<file path="src/hw/rtl/assert_macros.svh">
// Assertion macros shared by the RTL files.
`ifndef ASSERT_MACROS_SVH
`define ASSERT_MACROS_SVH

// Immediate implication checked every clock, disabled while in reset.
`define ASSERT_IMPL(label, clk, rst_n, ante, cons) \
  label: assert property (@(posedge clk) disable iff (!rst_n) (ante) |-> (cons)) \
    else $error("assertion failed");

// Next-cycle implication checked every clock, disabled while in reset.
`define ASSERT_NEXT(label, clk, rst_n, ante, cons) \
  label: assert property (@(posedge clk) disable iff (!rst_n) (ante) |=> (cons)) \
    else $error("assertion failed");

`endif

</file>
<file path="src/hw/rtl/dcm_pkg.sv">
// ----------------------------------------------------------------------------
// Command mailbox package
// Widths, codes and the controller/datapath link types.
// ----------------------------------------------------------------------------
package dcm_pkg;

  localparam int unsigned Clients     = 8;
  localparam int unsigned ClientBits  = 3;
  localparam int unsigned Depth       = 4;
  localparam int unsigned SlotBits    = 2;
  localparam int unsigned OrderBits   = 16;
  localparam int unsigned EntryWidth  = 32 + 32 + 64 + OrderBits;
  localparam int unsigned MemDepth    = Clients * Depth;
  localparam int unsigned MemAddrBits = ClientBits + SlotBits;
  localparam int unsigned FrontWidth  = 32 + 32 + 64;

  typedef enum logic [2:0] {
    CMD_PUBLISH = 3'd0,
    CMD_PEEK    = 3'd1,
    CMD_CONSUME = 3'd2,
    CMD_TAKE    = 3'd3,
    CMD_RESET   = 3'd4
  } cmd_e;

  typedef enum logic [2:0] {
    F_NONE     = 3'd0,
    F_INVALID  = 3'd1,
    F_EPOCH    = 3'd2,
    F_REGRESS  = 3'd3,
    F_CONFLICT = 3'd4,
    F_FULL     = 3'd5,
    F_EXHAUST  = 3'd6
  } fail_e;

  typedef struct packed {
    logic [2:0]  command;
    logic [2:0]  client;
    logic [31:0] epoch;
    logic [31:0] sequence_req;
    logic [63:0] payload;
    logic        receipt_valid;
  } req_t;

  typedef struct packed {
    logic        ok;
    logic [31:0] out_epoch;
    logic [31:0] out_sequence;
    logic [63:0] out_payload;
    logic [2:0]  failure_code;
  } rsp_t;

  // Controller to datapath.
  typedef struct packed {
    logic                load;      // capture the input transaction
    logic                rd_en;     // issue a slot read
    logic [SlotBits-1:0] rd_slot;
    logic                scan;      // absorb the slot read data
    logic                decide;    // evaluate and commit the operation
  } ctl_t;

  // Datapath to controller.
  typedef struct packed {
    logic rsp_ready;
  } sts_t;

endpackage

</file>
<file path="src/hw/rtl/dcm_ctrl.sv">
// ----------------------------------------------------------------------------
// Mailbox controller
// Sequences slot reads, the decision step and the response handshake.
// ----------------------------------------------------------------------------
`include "assert_macros.svh"
module dcm_ctrl (
  input  logic           clk_i,
  input  logic           rst_ni,
  input  logic           in_valid_i,
  output logic           in_ready_o,
  input  dcm_pkg::sts_t  sts_i,
  output dcm_pkg::ctl_t  ctl_o
);
  typedef enum logic [3:0] {
    ST_IDLE   = 4'b0001,
    ST_READ   = 4'b0010,
    ST_DECIDE = 4'b0100,
    ST_WAIT   = 4'b1000
  } state_e;

  state_e state_q, state_d;
  logic [dcm_pkg::SlotBits:0] cnt_q, cnt_d;

  // Next state and command generation.
  always_comb begin
    state_d = state_q;
    cnt_d   = cnt_q;
    ctl_o   = '0;
    in_ready_o = 1'b0;
    unique case (state_q)
      ST_IDLE: begin
        in_ready_o = !sts_i.rsp_ready;
        if (in_valid_i && !sts_i.rsp_ready) begin
          ctl_o.load = 1'b1;
          ctl_o.rd_en = 1'b1;
          ctl_o.rd_slot = '0;
          cnt_d = (dcm_pkg::SlotBits+1)'(1);
          state_d = ST_READ;
        end
      end
      ST_READ: begin
        // Data from the previous read arrives; issue the next read until all slots are read.
        ctl_o.scan = 1'b1;
        ctl_o.rd_slot = cnt_q[dcm_pkg::SlotBits-1:0];
        if (cnt_q == (dcm_pkg::SlotBits+1)'(dcm_pkg::Depth)) begin
          state_d = ST_DECIDE;
        end else begin
          ctl_o.rd_en = 1'b1;
          cnt_d = cnt_q + 1'b1;
        end
      end
      ST_DECIDE: begin
        ctl_o.decide = 1'b1;
        state_d = ST_WAIT;
      end
      ST_WAIT: begin
        if (!sts_i.rsp_ready) begin
          state_d = ST_IDLE;
        end
      end
      default: state_d = ST_IDLE;
    endcase
  end

  always_ff @(posedge clk_i or negedge rst_ni) begin
    if (!rst_ni) begin
      state_q <= ST_IDLE;
      cnt_q <= '0;
    end else begin
      state_q <= state_d;
      cnt_q <= cnt_d;
    end
  end

  `ASSERT_IMPL(a_onehot, clk_i, rst_ni, 1'b1, $onehot(state_q))
  `ASSERT_NEXT(a_decide_wait, clk_i, rst_ni, ctl_o.decide, state_q == ST_WAIT)
  `ASSERT_IMPL(a_load_idle, clk_i, rst_ni, ctl_o.load, state_q == ST_IDLE)
endmodule

</file>
<file path="config.mk">
export PLATFORM = sky130hd
export DESIGN_NAME = dcm_ctrl
export DESIGN_NICKNAME = d
export VERILOG_FILES = /design/src/hw/rtl/dcm_pkg.sv /design/src/hw/rtl/dcm_ctrl.sv
export VERILOG_INCLUDE_DIRS = /design/src /design/src/hw/rtl
export SDC_FILE = /design/constraint.sdc
export NUM_CORES = 1
export LEC_CHECK = 0
export BUFFER_PORTS_ARGS = -buffer_cell sky130_fd_sc_hd__buf_2
export CAP_MARGIN = 10
export CORE_AREA = 2 2 39 41
export DETAILED_ROUTE_END_ITERATION = 16
export DIE_AREA = 0 0 41 43
export GPL_TIMING_DRIVEN = 0
export PLACE_DENSITY = 0.53
export SYNTH_ARGS = -nofsm -noshare
export SYNTH_HDL_FRONTEND = slang
export SYNTH_SLANG_ARGS = --single-unit
</file>
<file path="constraint.sdc">
create_clock -name clk_i -period 1.3 [get_ports clk_i]
set_input_delay 0.065 -clock clk_i [delete_from_list [all_inputs] [get_ports clk_i]]
set_output_delay 0.065 -clock clk_i [all_outputs]
set_load 0.01 [all_outputs]
</file>
==> metrics.cfg, run 1 <==
[placed_design]
routabilityCongestion = 0.675
place_ws_ns = -0.180
port_buffers = 10
placed_area_um2 = 494
dpl.hpwl_um = 563

[power_and_ir_drop]
ir_drop_mv = 0.629
total_power_uw = 637
power_density_nw_per_um2 = 1010
p_leak_uw = 0.000305

[worst_setup_path]
arrival_ns = 1.39
startpoint_type = flop
reg2reg_to = cnt_q[1]
required_ns = 1.24
crit_slowest_cell = dfstp_2
r2r_cells = 4
end_kind = primary output
path_class = flop to primary output
reg2reg_from = state_q[0]
max_stage_delay_ns = 0.57
crit_chain = and4bb_1 > a22oi_2 > inv_1 > buf_2
path_max_fanout = 3
reg2reg_slack_ns = -0.11

[route]
routedWlPerCell_um = 10.9
routed_wirelength_um = 840
drc = 0
avgViaCountPerCell = 4.64
vias = 357
first_pass_iters = 4
drtAntennaViolNets = 0
drt_iter0_drc = 3

[synth]
yosys_register_bits = 7
seq_area_frac_synth_pct = 41.6
synthDistinctLibCells = 25
synth_top_area_share_pct = 35.4
syn_area_um2 = 424
syn_avg_cell_area_um2 = 11.2
syn-num-nets = 44
synth.largest_area_cell = dfrtp_1
netlist_top_cells_area = dfrtp_1 35%, dfstp_2 6.2%, and2_1 5.9%, ha_1 5.9%, nor4b_4 5.6%
netlist_instances = 38
synth-warning-count = 0

[timing]
max_freq_mhz = 689
rsz0062_at_grt = yes
post-route-worst-setup-slack_ns = -0.151
fin_crit_sh_pct = 112
fin_skew_ns = 0.00209
hold_viol = 0
setup_viol = 9
max_slew_margin_pct = 76.7
tightest_slew_ns = 0.348
tns_ns = -0.726
layout_min_cycle_time_ns = 1.45
slew_viol_final = 0

[global_routing]
antenna_found_initial = 0
grt.overflow.total = 0
grt_max_degree = 9
grt_pass1_wl_mm = 1.37
first_global_vias = 337
grt_use_total_pct = 11.8

[clock_tree]
cts.sinks = 7
htreeDepth = 1
cts_root_buf = clkbuf_4
worstSkewPairLatency_ns = 0.24
cts_tree = done
numCtsBuffers = 3
path_clk_slew_ns = 0.04
clockBufferDepth = 2

[cells_and_area]
layout-drive-gt1-share_pct = 55.7
antenna_cells = 0
nets = 68
area_growth_pct = 48.1
final_util_pct = 45.4
fin_area_um2 = 628

[job]
drv_cap = 0

[floorplanning]
start_util_pct = 30.7
die_y_um = 43
ios = 11
die_w_um = 41
core_um2 = 1380
rows = 14
dieArea_um2 = 1760

[status]
failed_checks = setup timing
outcome = finished with violations

[hold_path]
hold_class = input port to flop
min_to = state_q[3]
hold_depth = 3
hp-start = sts_i

-- cell type report --
| class | instances | area, um2 |
|---|---|---|
| clock buffers | 4 | 26.3 |
| inverters | 4 | 15.0 |
| multi-input cells | 26 | 243 |
| fillers | 134 | 756 |
| repair buffers | 20 | 144 |
| well taps | 16 | 20.0 |
| flip-flops and latches | 7 | 180 |
-- worst max-delay path, delay by kind of cell, from the launching register on --
kind	cells	cell delay, ns
buf+inv	2	0.19
compound gates	1	0.11
simple gates	1	0.26
flops	1	0.57
-- worst max-delay path by stage --
stage / startpoint / endpoint / depth (start not counted)
floorplan: state_q[2] / cnt_q[2] / 3
global placement: state_q[0] / cnt_q[2] / 3
detailed placement: state_q[0] / cnt_q[2] / 3
CTS: state_q[2] / ctl_o[4] / 4
global route: state_q[0] / ctl_o[4] / 4
finish: state_q[0] / ctl_o[4] / 4
-- metrics by stage --
stage / std cells / hold slack [ns]
final: 77 / 0.138
after CTS: 73 / 0.137
after floorplan: 38 / -0.231
after global routing: 77 / 0.151
after global placement: 64 / -0.0918
after detailed placement: 64 / -0.0972
-- registers in the layout (all words and copies together), names as in the netlist --
name and cells:
state_q 4, cnt_q 3
-- timing repair --
action | CTS | global route
endpoints found under the setup margin | 10 | 12
buffers inserted | 5 | 4
resized for setup | 7 | 4
pin swaps | 3 | 4
endpoints found under the hold margin | 7 | 0
hold buffers | 1 | 0
-- where the power goes --
part | switching [uW] | internal (uW)
registers | 24.5 | 247
clock network | 70.3 | 116
logic | 74.2 | 104
total | 169 | 468
-- metal layers --
metal  track usage, %  wire length, um  vias to the layer above
met5                0                0                        -
met4             4.00                0                        0
met3             6.28               43                        0
met2             18.1              435                        8
met1             13.3              361                      165
li1                 -                -                      184
-- synthesized netlist by cell type --
cell type and n:
dfrtp_1 6, dfstp_2 1, nand3b_1 1, a22o_1 1, a221o_1 1, inv_1 4
and3b_2 1, nand2_1 1, and4bb_1 1, mux2i_1 1, ha_1 2, a211oi_1 1
nand2b_1 1, nor2b_1 2, o32a_1 1, and2_1 4, buf_4 1, nor4b_4 1
o21ai_0 1, nor3_1 1, and4bb_2 1, o31ai_1 1, a22oi_2 1, nor2_1 1
and3_1 1
-- cell families (layout without fill, tap and decap cells) --
group	after synthesis	count (layout)	synth area share, %
adder cells (fa/ha/maj)	2	2	5.90
AO/OA/AOI/OAI	7	7	14.5
buffers and inverters	5	28	5.31
flip-flops	7	7	41.6
multiplexers	1	1	2.36
AND/OR/NAND/NOR	16	16	30.4
-- layout by cell type, fill, tap and decap left out, types with 2 or more instances in the layout --
| cell | n |
|---|---|
| buf_2 | 8 |
| buf_4 | 8 |
| and2_1 | 4 |
| inv_1 | 3 |
| clkbuf_4 | 3 |
| dfrtp_1 | 3 |
| buf_6 | 3 |
| dfrtp_2 | 3 |
| nor2b_1 | 2 |
| ha_1 | 2 |
(Power assumes the default switching activity.)
==> run 2, diff against run 1 <==
Settings changed: REMOVE_ABC_BUFFERS set to 1.
==> run 2 against run 1 <==
  * The run still ends with setup timing left
  * Critical path depth unchanged
  * Utilization increased by 2.4 points
  * Die area unchanged
  * Wire length increased by 12%
  * Sequential power increased by 2%
  * Global-route usage increased by 1.8 points
  * Clock skew increased by 0.0046 ns
  * Sequential cell count unchanged
  * Setup slack got worse by 0.0084 ns
  * Largest cell class unchanged
==> metrics.cfg, run 2 (synthesis gave the netlist of run 1 again) <==
[worst_setup_path]
startpoint_type = flop  ; unchanged
path_delay_family = flip-flops  ; unchanged
crit_buf_inv = 2  ; unchanged
path_class = flop to primary output  ; unchanged
max_stage_delay_ns = 0.43  ; was 0.57 ns
crit_slowest_cell = dfrtp_2  ; was dfstp_2
arrival_ns = 1.39  ; about the same
required_ns = 1.24  ; about the same
path_max_fanout = 6  ; was 3
end_kind = primary output  ; unchanged
crit_chain = nor4b_4 > buf_4 > and2_1 > buf_2  ; was and4bb_1 > a22oi_2 > inv_1 > buf_2

[timing]
rsz0062_at_grt = yes  ; unchanged
hold_viol = 0  ; unchanged
fin_crit_sh_pct = 112  ; about the same
post-route-worst-setup-slack_ns = -0.159  ; was -0.151 ns
slew_viol_final = 0  ; unchanged
layout_min_cycle_time_ns = 1.46  ; was 1.45 ns
max_slew_margin_pct = 84.0  ; was 76.7%
holdWs_ns = 0.168  ; was 0.138 ns
tightest_slew_ns = 0.239  ; was 0.348 ns
setup_viol = 9  ; unchanged
max_freq_mhz = 685  ; was 689 MHz
fin_skew_ns = 0.00672  ; was 0.00209 ns

[power_and_ir_drop]
p_leak_uw = 0.000316  ; was 0.000305 uW
power_density_nw_per_um2 = 988  ; was 1010 nW/um2
ir_drop_mv = 0.554  ; was 0.629 mV

[placed_design]
routabilityCongestion = 0.676  ; was 0.675
placed_cells = 63  ; was 64
dpl.hpwl_um = 530  ; was 563 um
port_buffers = 10  ; unchanged

[clock_tree]
worstSkewPairLatency_ns = 0.26  ; was 0.24 ns
clockBufferDepth = 2  ; unchanged
cts_tree = done  ; unchanged
cts_root_buf = clkbuf_4  ; unchanged
cts.sinks = 7  ; unchanged
path_clk_slew_ns = 0.05  ; was 0.04 ns
numCtsBuffers = 3  ; unchanged
htreeDepth = 1  ; unchanged

[cells_and_area]
antenna_cells = 0  ; unchanged
layout-drive-gt1-share_pct = 62.9  ; was 55.7%
top_register = state_q  ; unchanged
layout_common_cells = 7 x buf_2, 7 x buf_4, 6 x buf_6  ; was 8 x buf_2, 8 x buf_4, 4 x and2_1
largest_reg_flops = 4  ; unchanged
nets = 69  ; was 68
area_growth_pct = 56.0  ; was 48.1%
fin_cells = 78  ; was 77
top_regs = state_q x4, cnt_q x3  ; unchanged

[hold_path]
hold_class = input port to async pin  ; was input port to flop

[floorplanning]
die_w_um = 41  ; unchanged
ios = 11  ; unchanged
dieArea_um2 = 1760  ; unchanged
start_util_pct = 30.7  ; unchanged
rows = 14  ; unchanged
die_y_um = 43  ; unchanged
core_um2 = 1380  ; unchanged

[route]
routedWlPerCell_um = 12.1  ; was 10.9 um
avgViaCountPerCell = 4.68  ; was 4.64
vias = 365  ; was 357
drt_iter0_drc = 5  ; was 3
drtAntennaViolNets = 0  ; unchanged
first_pass_iters = 3  ; was 4
routed_wirelength_um = 943  ; was 840 um
drc = 0  ; unchanged

[global_routing]
grt_use_total_pct = 13.6  ; was 11.8%
first_global_vias = 346  ; was 337
grt.overflow.total = 0  ; unchanged
grt_max_degree = 9  ; unchanged
grt_pass1_wl_mm = 1.50  ; was 1.37 mm
antenna_found_initial = 0  ; unchanged

[status]
failed_checks = setup timing  ; unchanged
outcome = finished with violations  ; unchanged

[job]
drv_cap = 0  ; unchanged

## run 2: worst reg2reg max path, stage by stage, from the launching register on
cell	delay, ns
dfstp_2	0.57
and4bb_1	0.26
a22oi_2	0.12
a221o_1	0.33
## run 2: power breakdown
group | internal, uW | leakage, uW | total [uW] | switching [uW]
clock network | 117 | 0.0000150 | 199 | 81.3
logic | 105 | 0.000217 | 178 | 72.9
registers | 247 | 0.0000839 | 278 | 31.0
## run 2: cell type report
| type | instances | area [um2] |
|---|---|---|
| fill | 127 | 722 |
| inverter | 4 | 15.0 |
| tap | 16 | 20.0 |
| multi-input combinational | 26 | 255 |
| clock buffer | 4 | 26.3 |
| sequential | 7 | 180 |
| timing repair buffer | 21 | 165 |
## run 2: worst paths after layout
| kind | startpoint | to | slack (ns) | cells past startpoint |
|---|---|---|---|---|
| min | rst_ni | cnt_q[2] | 0.17 | 2 |
| max reg2reg | state_q[0] | cnt_q[2] | -0.09 | 3 |
| max in group asynchronous | rst_ni | state_q[0] | 0.91 | 2 |
| max | state_q[2] | ctl_o[2] | -0.16 | 4 |
| min reg2reg | state_q[1] | state_q[3] | 0.54 | 1 |
| min in group clk_i | sts_i | state_q[3] | 0.17 | 3 |
## run 2: through the flow
step                      total power, uW  setup WS (ns)  setup TNS [ns]  util [%]  area [um2]
after floorplan                       357         -0.164          -0.164         -         417
after global placement                395         -0.209          -0.283      35.2         487
after detailed placement              397         -0.226          -0.328      35.2         487
after CTS                             625         -0.178          -0.897      43.0         596
after global routing                  694         -0.210           -1.32      47.8         662
final                                 654         -0.159          -0.808      47.8         662
## run 2: what timing repair did
action                                 4_1_cts  5_1_grt
gates resized for setup                      8       11
setup endpoints to repair                    9       13
endpoints found under the hold margin        7        0
setup buffers                                6        5
gates cloned                                 0        0
hold buffers                                 1        0
pin swaps                                    7        4
## run 2: per-layer routing
| layer | track usage (%) | up-vias | part of all wire, % |
|---|---|---|---|
| li1 | - | 187 | - |
| met1 | 15.6 | 172 | 44 |
| met2 | 19.7 | 6 | 51 |
| met3 | 7.85 | 0 | 4.7 |
| met4 | 6.00 | 0 | 0 |
| met5 | 0 | - | 0 |
